## config.mk

```make
export PLATFORM = sky130hd
export DESIGN_NAME = deadline_expiring_admission_fifo
export DESIGN_NICKNAME = d
export VERILOG_FILES = /design/src/rtl/defifo_pkg.sv /design/src/rtl/defifo_ctrl.sv /design/src/rtl/defifo_datapath.sv /design/src/rtl/deadline_expiring_admission_fifo.sv
export SDC_FILE = /design/constraint.sdc
export NUM_CORES = 2
export LEC_CHECK = 0
export BUFFER_PORTS_ARGS = -buffer_cell sky130_fd_sc_hd__clkbuf_2
export CORE_MARGIN = 2
export CORE_UTILIZATION = 40
export DETAILED_ROUTE_END_ITERATION = 10
export GPL_TIMING_DRIVEN = 0
export PLACE_DENSITY_LB_ADDON = 0.3
export SYNTH_ARGS = -nofsm -noshare
export SYNTH_HDL_FRONTEND = slang
export SYNTH_SLANG_ARGS = --single-unit
export TNS_END_PERCENT = 1
```

## constraint.sdc

```tcl
create_clock -name clock -period 8.85 [get_ports clock]
set_input_delay 1.77 -clock clock [delete_from_list [all_inputs] [get_ports clock]]
set_output_delay 1.77 -clock clock [all_outputs]
set_load 0.01 [all_outputs]
```

## src/rtl/defifo_pkg.sv

```systemverilog
// package for the deadline expiring admission fifo
// holds field widths, operation and result codes, state encoding and the
// command and status structs shared by the controller and the datapath
package defifo_pkg;

   localparam int KIND_W         = 2;
   localparam int TIME_W         = 63;
   localparam int HANDLE_W       = 32;
   localparam int ENTRY_HANDLE_W = 31;
   localparam int FILL_W         = 5;

   localparam logic [KIND_W-1:0] KIND_PUSH      = 2'd0;
   localparam logic [KIND_W-1:0] KIND_POP       = 2'd1;
   localparam logic [KIND_W-1:0] KIND_CLOSE_ALL = 2'd2;

   localparam logic [KIND_W-1:0] RES_EXPIRED = 2'd0;
   localparam logic [KIND_W-1:0] RES_PUSH    = 2'd1;
   localparam logic [KIND_W-1:0] RES_POP     = 2'd2;
   localparam logic [KIND_W-1:0] RES_CLOSED  = 2'd3;

   typedef enum logic [8:0] {
      ST_IDLE   = 9'b000000001,
      ST_CHECK  = 9'b000000010,
      ST_PG_RD  = 9'b000000100,
      ST_PG_EV  = 9'b000001000,
      ST_PUSH   = 9'b000010000,
      ST_REJECT = 9'b000100000,
      ST_POP_EM = 9'b001000000,
      ST_CA_RD  = 9'b010000000,
      ST_CA_EM  = 9'b100000000
   } defifo_state_type;

   typedef struct packed {
      logic capture;
      logic rd_en;
      logic rd_head;
      logic start_purge;
      logic keep_step;
      logic drop_step;
      logic purge_end;
      logic push_emit;
      logic reject_emit;
      logic pop_emit;
      logic ca_emit;
      logic ca_end;
   } defifo_cmd_type;

   typedef struct packed {
      logic [KIND_W-1:0] kind;
      logic              handle_neg;
      logic              occ_zero;
      logic              occ_one;
      logic              left_zero;
      logic              expired;
      logic              out_free;
   } defifo_status_type;

endpackage

```

## src/rtl/defifo_ctrl.sv

```systemverilog
// controller state machine of the deadline expiring admission fifo
// depends on defifo_pkg; drives commands to defifo_datapath from its status
module defifo_ctrl import defifo_pkg::*; (
   input  logic              clock,
   input  logic              reset,
   input  logic              req_valid,
   output logic              req_ready,
   input  defifo_status_type status,
   output defifo_cmd_type    cmd
);

   defifo_state_type state_ff, state_in;

   always_ff @(posedge clock) begin
      if (reset) begin
         state_ff <= ST_IDLE;
      end else begin
         state_ff <= state_in;
      end
   end

   assign req_ready = (state_ff == ST_IDLE);

   always_comb begin
      state_in = state_ff;
      cmd      = '0;
      case (state_ff)
         ST_IDLE: begin
            if (req_valid) begin
               cmd.capture = 1'b1;
               state_in    = ST_CHECK;
            end
         end
         ST_CHECK: begin
            case (status.kind)
               KIND_PUSH: begin
                  if (status.handle_neg) begin
                     state_in = ST_REJECT;
                  end else begin
                     cmd.start_purge = 1'b1;
                     state_in        = ST_PG_RD;
                  end
               end
               KIND_POP: begin
                  cmd.rd_en   = 1'b1;
                  cmd.rd_head = 1'b1;
                  state_in    = ST_POP_EM;
               end
               KIND_CLOSE_ALL: begin
                  if (status.occ_zero) begin
                     cmd.ca_end = 1'b1;
                     state_in   = ST_IDLE;
                  end else begin
                     cmd.rd_en   = 1'b1;
                     cmd.rd_head = 1'b1;
                     state_in    = ST_CA_EM;
                  end
               end
               default: begin
                  state_in = ST_IDLE;
               end
            endcase
         end
         ST_PG_RD: begin
            if (status.left_zero) begin
               cmd.purge_end = 1'b1;
               state_in      = ST_PUSH;
            end else begin
               cmd.rd_en = 1'b1;
               state_in  = ST_PG_EV;
            end
         end
         ST_PG_EV: begin
            if (!status.expired) begin
               cmd.keep_step = 1'b1;
               state_in      = ST_PG_RD;
            end else if (status.out_free) begin
               cmd.drop_step = 1'b1;
               state_in      = ST_PG_RD;
            end
         end
         ST_PUSH: begin
            if (status.out_free) begin
               cmd.push_emit = 1'b1;
               state_in      = ST_IDLE;
            end
         end
         ST_REJECT: begin
            if (status.out_free) begin
               cmd.reject_emit = 1'b1;
               state_in        = ST_IDLE;
            end
         end
         ST_POP_EM: begin
            if (status.out_free) begin
               cmd.pop_emit = 1'b1;
               state_in     = ST_IDLE;
            end
         end
         ST_CA_RD: begin
            cmd.rd_en   = 1'b1;
            cmd.rd_head = 1'b1;
            state_in    = ST_CA_EM;
         end
         ST_CA_EM: begin
            if (status.out_free) begin
               cmd.ca_emit = 1'b1;
               state_in    = status.occ_one ? ST_IDLE : ST_CA_RD;
            end
         end
         default: begin
            state_in = ST_IDLE;
         end
      endcase
   end

endmodule

```

## src/rtl/defifo_datapath.sv

```systemverilog
// datapath of the deadline expiring admission fifo: slot memory, ring
// pointers, purge walk counters and the result register
// depends on defifo_pkg; driven by defifo_ctrl
module defifo_datapath import defifo_pkg::*; #(
   parameter int QUEUE_DEPTH = 16
) (
   input  logic                      clock,
   input  logic                      reset,
   input  defifo_cmd_type            cmd,
   output defifo_status_type         status,
   input  logic [KIND_W-1:0]         req_kind,
   input  logic [TIME_W-1:0]         req_now_time,
   input  logic signed [HANDLE_W-1:0] req_client_handle,
   input  logic [TIME_W-1:0]         req_client_deadline,
   input  logic                      rsp_ready,
   output logic                      rsp_valid,
   output logic [KIND_W-1:0]         rsp_result_kind,
   output logic                      rsp_ok,
   output logic [ENTRY_HANDLE_W-1:0] rsp_entry_handle,
   output logic [TIME_W-1:0]         rsp_entry_deadline,
   output logic [FILL_W-1:0]         rsp_fill_level,
   output logic                      rsp_last
);

   localparam int IDX_W  = $clog2(QUEUE_DEPTH);
   localparam int OCC_W  = $clog2(QUEUE_DEPTH + 1);
   localparam int WORD_W = ENTRY_HANDLE_W + TIME_W;

   function automatic logic [IDX_W-1:0] wrap_inc(input logic [IDX_W-1:0] idx);
      return (idx == IDX_W'(QUEUE_DEPTH - 1)) ? '0 : idx + 1'b1;
   endfunction

   function automatic logic [FILL_W-1:0] fill_out(input logic [OCC_W-1:0] occ);
      logic [OCC_W+FILL_W-1:0] wide;
      wide = {{FILL_W{1'b0}}, occ};
      return wide[FILL_W-1:0];
   endfunction

   logic [WORD_W-1:0] mem [QUEUE_DEPTH];
   logic [WORD_W-1:0] rdata_ff;

   logic [KIND_W-1:0]   kind_ff;
   logic [TIME_W-1:0]   now_ff;
   logic [HANDLE_W-1:0] handle_ff;
   logic [TIME_W-1:0]   deadline_ff;

   logic [IDX_W-1:0] head_ff, head_in, tail_ff, tail_in;
   logic [IDX_W-1:0] rd_ff, rd_in, wr_ff, wr_in;
   logic [OCC_W-1:0] occ_ff, occ_in, left_ff, left_in, fill_ff, fill_in;

   logic                      rsp_valid_ff, rsp_valid_in;
   logic [KIND_W-1:0]         res_kind_ff, res_kind_in;
   logic                      res_ok_ff, res_ok_in;
   logic [ENTRY_HANDLE_W-1:0] res_handle_ff, res_handle_in;
   logic [TIME_W-1:0]         res_deadline_ff, res_deadline_in;
   logic [FILL_W-1:0]         res_fill_ff, res_fill_in;
   logic                      res_last_ff, res_last_in;

   logic [ENTRY_HANDLE_W-1:0] rd_handle;
   logic [TIME_W-1:0]         rd_deadline;
   logic                      emit, full, out_free, mem_we;
   logic [IDX_W-1:0]          mem_waddr, raddr;
   logic [WORD_W-1:0]         mem_wdata;
   logic [OCC_W:0]            tail_sum;

   assign rd_handle   = rdata_ff[WORD_W-1:TIME_W];
   assign rd_deadline = rdata_ff[TIME_W-1:0];
   assign full        = (occ_ff == OCC_W'(QUEUE_DEPTH));
   assign out_free    = !rsp_valid_ff || rsp_ready;
   assign raddr       = cmd.rd_head ? head_ff : rd_ff;
   assign tail_sum    = {1'b0, fill_ff} + (OCC_W + 1)'(head_ff);

   assign status.kind       = kind_ff;
   assign status.handle_neg = handle_ff[HANDLE_W-1];
   assign status.occ_zero   = (occ_ff == '0);
   assign status.occ_one    = (occ_ff == OCC_W'(1));
   assign status.left_zero  = (left_ff == '0);
   assign status.expired    = (now_ff == '0) || (now_ff >= rd_deadline);
   assign status.out_free   = out_free;

   // slot memory, one write and one registered read per cycle
   always_ff @(posedge clock) begin
      if (mem_we) begin
         mem[mem_waddr] <= mem_wdata;
      end
      if (cmd.rd_en) begin
         rdata_ff <= mem[raddr];
      end
   end

   always_ff @(posedge clock) begin
      if (cmd.capture) begin
         kind_ff     <= req_kind;
         now_ff      <= req_now_time;
         handle_ff   <= req_client_handle;
         deadline_ff <= req_client_deadline;
      end
      if (emit) begin
         res_kind_ff     <= res_kind_in;
         res_ok_ff       <= res_ok_in;
         res_handle_ff   <= res_handle_in;
         res_deadline_ff <= res_deadline_in;
         res_fill_ff     <= res_fill_in;
         res_last_ff     <= res_last_in;
      end
   end

   always_ff @(posedge clock) begin
      if (reset) begin
         head_ff      <= '0;
         tail_ff      <= '0;
         occ_ff       <= '0;
         rd_ff        <= '0;
         wr_ff        <= '0;
         left_ff      <= '0;
         fill_ff      <= '0;
         rsp_valid_ff <= 1'b0;
      end else begin
         head_ff      <= head_in;
         tail_ff      <= tail_in;
         occ_ff       <= occ_in;
         rd_ff        <= rd_in;
         wr_ff        <= wr_in;
         left_ff      <= left_in;
         fill_ff      <= fill_in;
         rsp_valid_ff <= rsp_valid_in;
      end
   end

   always_comb begin
      head_in         = head_ff;
      tail_in         = tail_ff;
      occ_in          = occ_ff;
      rd_in           = rd_ff;
      wr_in           = wr_ff;
      left_in         = left_ff;
      fill_in         = fill_ff;
      mem_we          = 1'b0;
      mem_waddr       = wr_ff;
      mem_wdata       = rdata_ff;
      emit            = 1'b0;
      res_kind_in     = RES_PUSH;
      res_ok_in       = 1'b0;
      res_handle_in   = '0;
      res_deadline_in = '0;
      res_fill_in     = fill_out(occ_ff);
      res_last_in     = 1'b1;

      if (cmd.start_purge) begin
         rd_in   = head_ff;
         wr_in   = head_ff;
         left_in = occ_ff;
         fill_in = occ_ff;
      end
      if (cmd.keep_step) begin
         mem_we  = 1'b1;
         wr_in   = wrap_inc(wr_ff);
         rd_in   = wrap_inc(rd_ff);
         left_in = left_ff - 1'b1;
      end
      if (cmd.drop_step) begin
         emit            = 1'b1;
         res_kind_in     = RES_EXPIRED;
         res_ok_in       = 1'b1;
         res_handle_in   = rd_handle;
         res_deadline_in = rd_deadline;
         res_fill_in     = fill_out(fill_ff - 1'b1);
         res_last_in     = 1'b0;
         fill_in         = fill_ff - 1'b1;
         rd_in           = wrap_inc(rd_ff);
         left_in         = left_ff - 1'b1;
      end
      if (cmd.purge_end) begin
         occ_in = fill_ff;
         if (tail_sum >= (OCC_W + 1)'(QUEUE_DEPTH)) begin
            tail_in = IDX_W'(tail_sum - (OCC_W + 1)'(QUEUE_DEPTH));
         end else begin
            tail_in = IDX_W'(tail_sum);
         end
      end
      if (cmd.push_emit) begin
         emit = 1'b1;
         if (!full) begin
            mem_we      = 1'b1;
            mem_waddr   = tail_ff;
            mem_wdata   = {handle_ff[ENTRY_HANDLE_W-1:0], deadline_ff};
            tail_in     = wrap_inc(tail_ff);
            occ_in      = occ_ff + 1'b1;
            res_ok_in   = 1'b1;
            res_fill_in = fill_out(occ_ff + 1'b1);
         end
      end
      if (cmd.reject_emit) begin
         emit = 1'b1;
      end
      if (cmd.pop_emit) begin
         emit        = 1'b1;
         res_kind_in = RES_POP;
         res_fill_in = '0;
         if (occ_ff != '0) begin
            res_ok_in       = 1'b1;
            res_handle_in   = rd_handle;
            res_deadline_in = rd_deadline;
            res_fill_in     = fill_out(occ_ff - 1'b1);
            head_in         = wrap_inc(head_ff);
            occ_in          = occ_ff - 1'b1;
         end
      end
      if (cmd.ca_emit) begin
         emit            = 1'b1;
         res_kind_in     = RES_CLOSED;
         res_ok_in       = 1'b1;
         res_handle_in   = rd_handle;
         res_deadline_in = rd_deadline;
         res_fill_in     = fill_out(occ_ff - 1'b1);
         res_last_in     = (occ_ff == OCC_W'(1));
         occ_in          = occ_ff - 1'b1;
         if (occ_ff == OCC_W'(1)) begin
            head_in = '0;
            tail_in = '0;
         end else begin
            head_in = wrap_inc(head_ff);
         end
      end
      if (cmd.ca_end) begin
         head_in = '0;
         tail_in = '0;
      end

      if (emit) begin
         rsp_valid_in = 1'b1;
      end else if (rsp_ready) begin
         rsp_valid_in = 1'b0;
      end else begin
         rsp_valid_in = rsp_valid_ff;
      end
   end

   assign rsp_valid          = rsp_valid_ff;
   assign rsp_result_kind    = res_kind_ff;
   assign rsp_ok             = res_ok_ff;
   assign rsp_entry_handle   = res_handle_ff;
   assign rsp_entry_deadline = res_deadline_ff;
   assign rsp_fill_level     = res_fill_ff;
   assign rsp_last           = res_last_ff;

`ifndef ASSERT_OFF
   a_occ_bound: assert property (@(posedge clock) disable iff (reset)
      occ_ff <= OCC_W'(QUEUE_DEPTH))
      else $error("occupancy above queue depth");

   a_purge_counts: assert property (@(posedge clock) disable iff (reset)
      fill_ff >= left_ff)
      else $error("purge survivor count below unread count");

   a_emit_free: assert property (@(posedge clock) disable iff (reset)
      emit |-> out_free)
      else $error("result loaded while result register is stalled");

   a_wr_lags_rd: assert property (@(posedge clock) disable iff (reset)
      cmd.keep_step && (wr_ff != rd_ff) |=> (wr_ff != rd_ff))
      else $error("compaction write pointer caught the read pointer");
`endif

endmodule

```

## src/rtl/deadline_expiring_admission_fifo.sv

```systemverilog
// deadline expiring admission fifo, top level
// requests are taken one at a time: req_ready is high only while the controller is idle, so a
// new request waits until the previous one has finished; a push first walks the held entries
// through the one read port to purge expired ones, and any result can stall on rsp_ready
// reset is synchronous, active high: pointers and occupancy clear at once, slots stay unset
// depends on defifo_pkg, defifo_ctrl and defifo_datapath
module deadline_expiring_admission_fifo import defifo_pkg::*; #(
   parameter int QUEUE_DEPTH = 16
) (
   input  logic                       clock,
   input  logic                       reset,
   input  logic                       req_valid,
   output logic                       req_ready,
   input  logic [KIND_W-1:0]          req_kind,
   input  logic [TIME_W-1:0]          req_now_time,
   input  logic signed [HANDLE_W-1:0] req_client_handle,
   input  logic [TIME_W-1:0]          req_client_deadline,
   output logic                       rsp_valid,
   input  logic                       rsp_ready,
   output logic [KIND_W-1:0]          rsp_result_kind,
   output logic                       rsp_ok,
   output logic [ENTRY_HANDLE_W-1:0]  rsp_entry_handle,
   output logic [TIME_W-1:0]          rsp_entry_deadline,
   output logic [FILL_W-1:0]          rsp_fill_level,
   output logic                       rsp_last
);

   defifo_cmd_type    cmd;
   defifo_status_type status;

   defifo_ctrl u_ctrl (
      .clock     (clock),
      .reset     (reset),
      .req_valid (req_valid),
      .req_ready (req_ready),
      .status    (status),
      .cmd       (cmd)
   );

   defifo_datapath #(
      .QUEUE_DEPTH (QUEUE_DEPTH)
   ) u_datapath (
      .clock               (clock),
      .reset               (reset),
      .cmd                 (cmd),
      .status              (status),
      .req_kind            (req_kind),
      .req_now_time        (req_now_time),
      .req_client_handle   (req_client_handle),
      .req_client_deadline (req_client_deadline),
      .rsp_ready           (rsp_ready),
      .rsp_valid           (rsp_valid),
      .rsp_result_kind     (rsp_result_kind),
      .rsp_ok              (rsp_ok),
      .rsp_entry_handle    (rsp_entry_handle),
      .rsp_entry_deadline  (rsp_entry_deadline),
      .rsp_fill_level      (rsp_fill_level),
      .rsp_last            (rsp_last)
   );

endmodule
```

==> impl_metrics.toml <==
[placed_design]
place.detailed.hpwl_um = 142000
place_congestion = 0.826
placed_area_um2 = 79800
port_buffers = 268
placed_cells = 7114

[logic_synthesis]
synth_fa_ha_area_frac = 0.0137
synth_nets = 4555
synthXorXnorAreaFrac = 0.00154
synth.yosys.seq_area_share = 0.768
synth-edff-count = 1861
synthMuxAreaShare = 0.104
synth.avg_cell_area_um2 = 17.1
synthArstFlopShare = 0
synth_cells = 4311
synth_flop_cell = "edfxtp_1"
synth_area_um2 = 73900
synth-compound-area-share = 0.0516
synthDistinctLibCells = 71
yosysWarnings = 0
synth_top_family_by_area = "multiplexers"
synth_simple_gate_area_frac = 0.0428
ys_ff_latch = 1902

[cells_and_area]
syn_to_final_growth_pct = 16.1
fill_cells = 15600
nets = 5087
multi_input_comb_area_um2 = 15900
layout_common_cells = "1861 x edfxtp_1, 763 x mux2i_1, 377 x o22ai_1"
seq_area_um2 = 56700
drive_gt1_frac = 0.145
fin_cells = 7463
layout_commonest_cell = "edfxtp_1"
final_util = 0.468
final_cell_area_um2 = 85700

[global_routing]
grt_pass1_wl_um = 302000
gr-total-overflow = 0
grt_pass1_vias = 40800
grt_max_degree = 65
grtUsageTotal = 0.227
antenna_found_initial = 5

[sta]
hold_violations = 0
rsz0062_at_grt = "no"
max_slew_margin = 0.112
timing.fmax_mhz = 156
worst_pin_slew_ns = 1.33
final-setup-viol-count = 0
finClkSkew_ns = 0.0626
layout_min_cycle_time_ns = 6.40
period_share = 0.724
slew_violations = 0
setup_tns_ns = 0

[setup_path]
path_class = "reg2reg"
required_ns = 9.36
crit_path_frequent_cell = "nor2_1"
crit_chain = "inv_1, ha_1, a211oi_1, nor2_1, o31ai_1, a21boi_0, o31ai_1, a21oi_1, nor2_1, clkbuf_2, buf_2, nor2_1"
cpMaxStageDelayCell = "o31ai_1"
arrival_ns = 6.91
cp-end-kind = "register"
slowest_delay_ns = 0.94
cp_max_fo = 10
worst_setup_path_start_kind = "register"

[cts]
postCtsSetupBuffers = 0
root_buffer = "clkbuf_16"
cts_inserted_buffers = 190
ctsLongestPathBuffers = 3
path_clk_slew_ns = 0.06
ctsResizeCount = 0
cts_tree = "yes"
hold_buffers = 0
clk_latency_ns = 0.84
clock-sinks = 1902
htreeDepth = 4

[route]
drt_iter0_markers = 5463
drt_wl_total_um = 218000
dr.pass1.iters = 5
wire_per_inst_um = 29.2
vias = 41800
avgViaCountPerCell = 5.61
remaining_drc_errors = 0
ant_nets = 0

[hold_path]
hold_path.class = "reg2reg"

[status]
outcome = "completed"

[floorplanning]
floorplan.rows = 157
core_um2 = 183000
dieArea_um2 = 188000
io_pins = 269
die_h_um = 434
die_w_um = 434
initial_core_util = 0.403

[pwr]
power.density_nw_per_um2 = 207
p_leak_nw = 32.9
totalPowerFinal_mw = 17.8
vdd_ir_drop_max_mv = 0.197

[job]
drv_cap = 0
-- where the power goes --
part	leakage [nW]	internal, mW	switching (mW)
Combinational	13.1	0.0706	0.125
Clock	2.87	4.24	3.43
Sequential	16.9	9.84	0.0449
Total	32.9	14.2	3.60
-- registers in the layout, indices dropped and copies added (netlist names), 5 cells and up --
register                       flops
u_datapath.mem                  1504
u_datapath.occ_ff                  5
u_datapath.fill_ff                 5
u_ctrl.state_ff                    9
u_datapath.rdata_ff               94
u_datapath.deadline_ff            63
u_datapath.rsp_entry_deadline     63
u_datapath.rsp_fill_level          5
u_datapath.handle_ff              32
u_datapath.rsp_entry_handle       31
u_datapath.now_ff                 63
u_datapath.left_ff                 5
-- metrics by stage --
| step | hold WS [ns] | worst slack (ns) |
|---|---|---|
| 2_1_floorplan | 0.472 | 0.999 |
| 3_3_place_gp | 0.492 | -7.09 |
| 3_5_place_dp | 0.500 | 2.11 |
| 4_1_cts | 0.510 | 2.67 |
| 5_1_grt | 0.548 | 2.49 |
| 6_report | 0.511 | 2.45 |
-- metal layers --
metal	vias to the layer above	track usage	share of wire
met3	373	0.0308	0.069
met4	0	0.0845	0.037
met2	1886	0.379	0.49
met5	-	0	0
li1	18200	-	-
met1	21400	0.304	0.41
-- final cells by class --
type / count / area share
inverter: 88 / 0.00385
timing repair buffer: 340 / 0.0328
tap: 2464 / 0.0360
buffer: 222 / 0.0119
clock inverter: 100 / 0.00939
antenna: 2 / 0.0000584
multi-input combinational: 2099 / 0.185
clock buffer: 246 / 0.0590
sequential: 1902 / 0.662
-- Yosys cell counts, types with 5 or more instances --
library cell  instances  area share
a211oi_1             10      0.0010
a21o_1                9     0.00091
a21oi_1              61      0.0041
a31oi_1               9     0.00076
and2_1               12      0.0010
and3_1                5     0.00042
buf_1                15     0.00076
buf_2                83      0.0056
buf_4                 5     0.00051
buf_6                 8      0.0012
clkbuf_1            111      0.0056
dfxtp_1              41       0.011
edfxtp_1           1861        0.76
ha_1                 79       0.013
inv_1                88      0.0045
mux2_2                6     0.00091
mux2i_1             763        0.10
nand2_1             233       0.012
nand2b_1             13      0.0011
nand3_1              22      0.0015
nand3b_1              5     0.00051
nand4_1              23      0.0019
nor2_1              112      0.0057
nor2b_1              38      0.0032
nor3_1               14     0.00095
nor3b_1               5     0.00051
nor4_1               23      0.0019
o21ai_0             101      0.0068
o22ai_1             377       0.032
or4_1                96      0.0098
xnor2_1               8     0.00095
xor2_1                5     0.00059
-- logic make-up (layout without fill, tap and decap cells) --
| family | count (synthesis) | in the layout |
|---|---|---|
| flip-flops | 1902 | 1902 |
| multiplexers | 769 | 769 |
| AO/OA/AOI/OAI | 618 | 618 |
| other | 0 | 2 |
| AND/OR/NAND/NOR | 619 | 619 |
| XOR/XNOR | 13 | 13 |
| buffers and inverters | 310 | 996 |
| adder cells (fa/ha/maj) | 80 | 80 |
-- final timing paths --
kind | from | to | slack [ns] | depth (start not counted)
setup / recovery | u_datapath.rdata_ff[4] | u_datapath.rsp_entry_deadline[28] | 2.45 | 12
hold / removal | u_datapath.left_ff[3] | u_datapath.left_ff[3] | 0.51 | 2
setup reg to reg | u_datapath.rdata_ff[4] | u_datapath.rsp_entry_deadline[28] | 2.45 | 12
hold reg to reg | u_datapath.left_ff[3] | u_datapath.left_ff[3] | 0.51 | 2
-- critical path: cells and delay by family (launching register included) --
| family | cells | cell delay (ns) |
|---|---|---|
| DFF | 1 | 0.37 |
| buffers and inverters | 3 | 1.69 |
| AOI/OAI and AO/OA | 5 | 2.48 |
| and+or+nand+nor | 3 | 1.13 |
| adders and majority gates | 1 | 0.35 |
No activity file was read; power rests on OpenSTA's default activity.
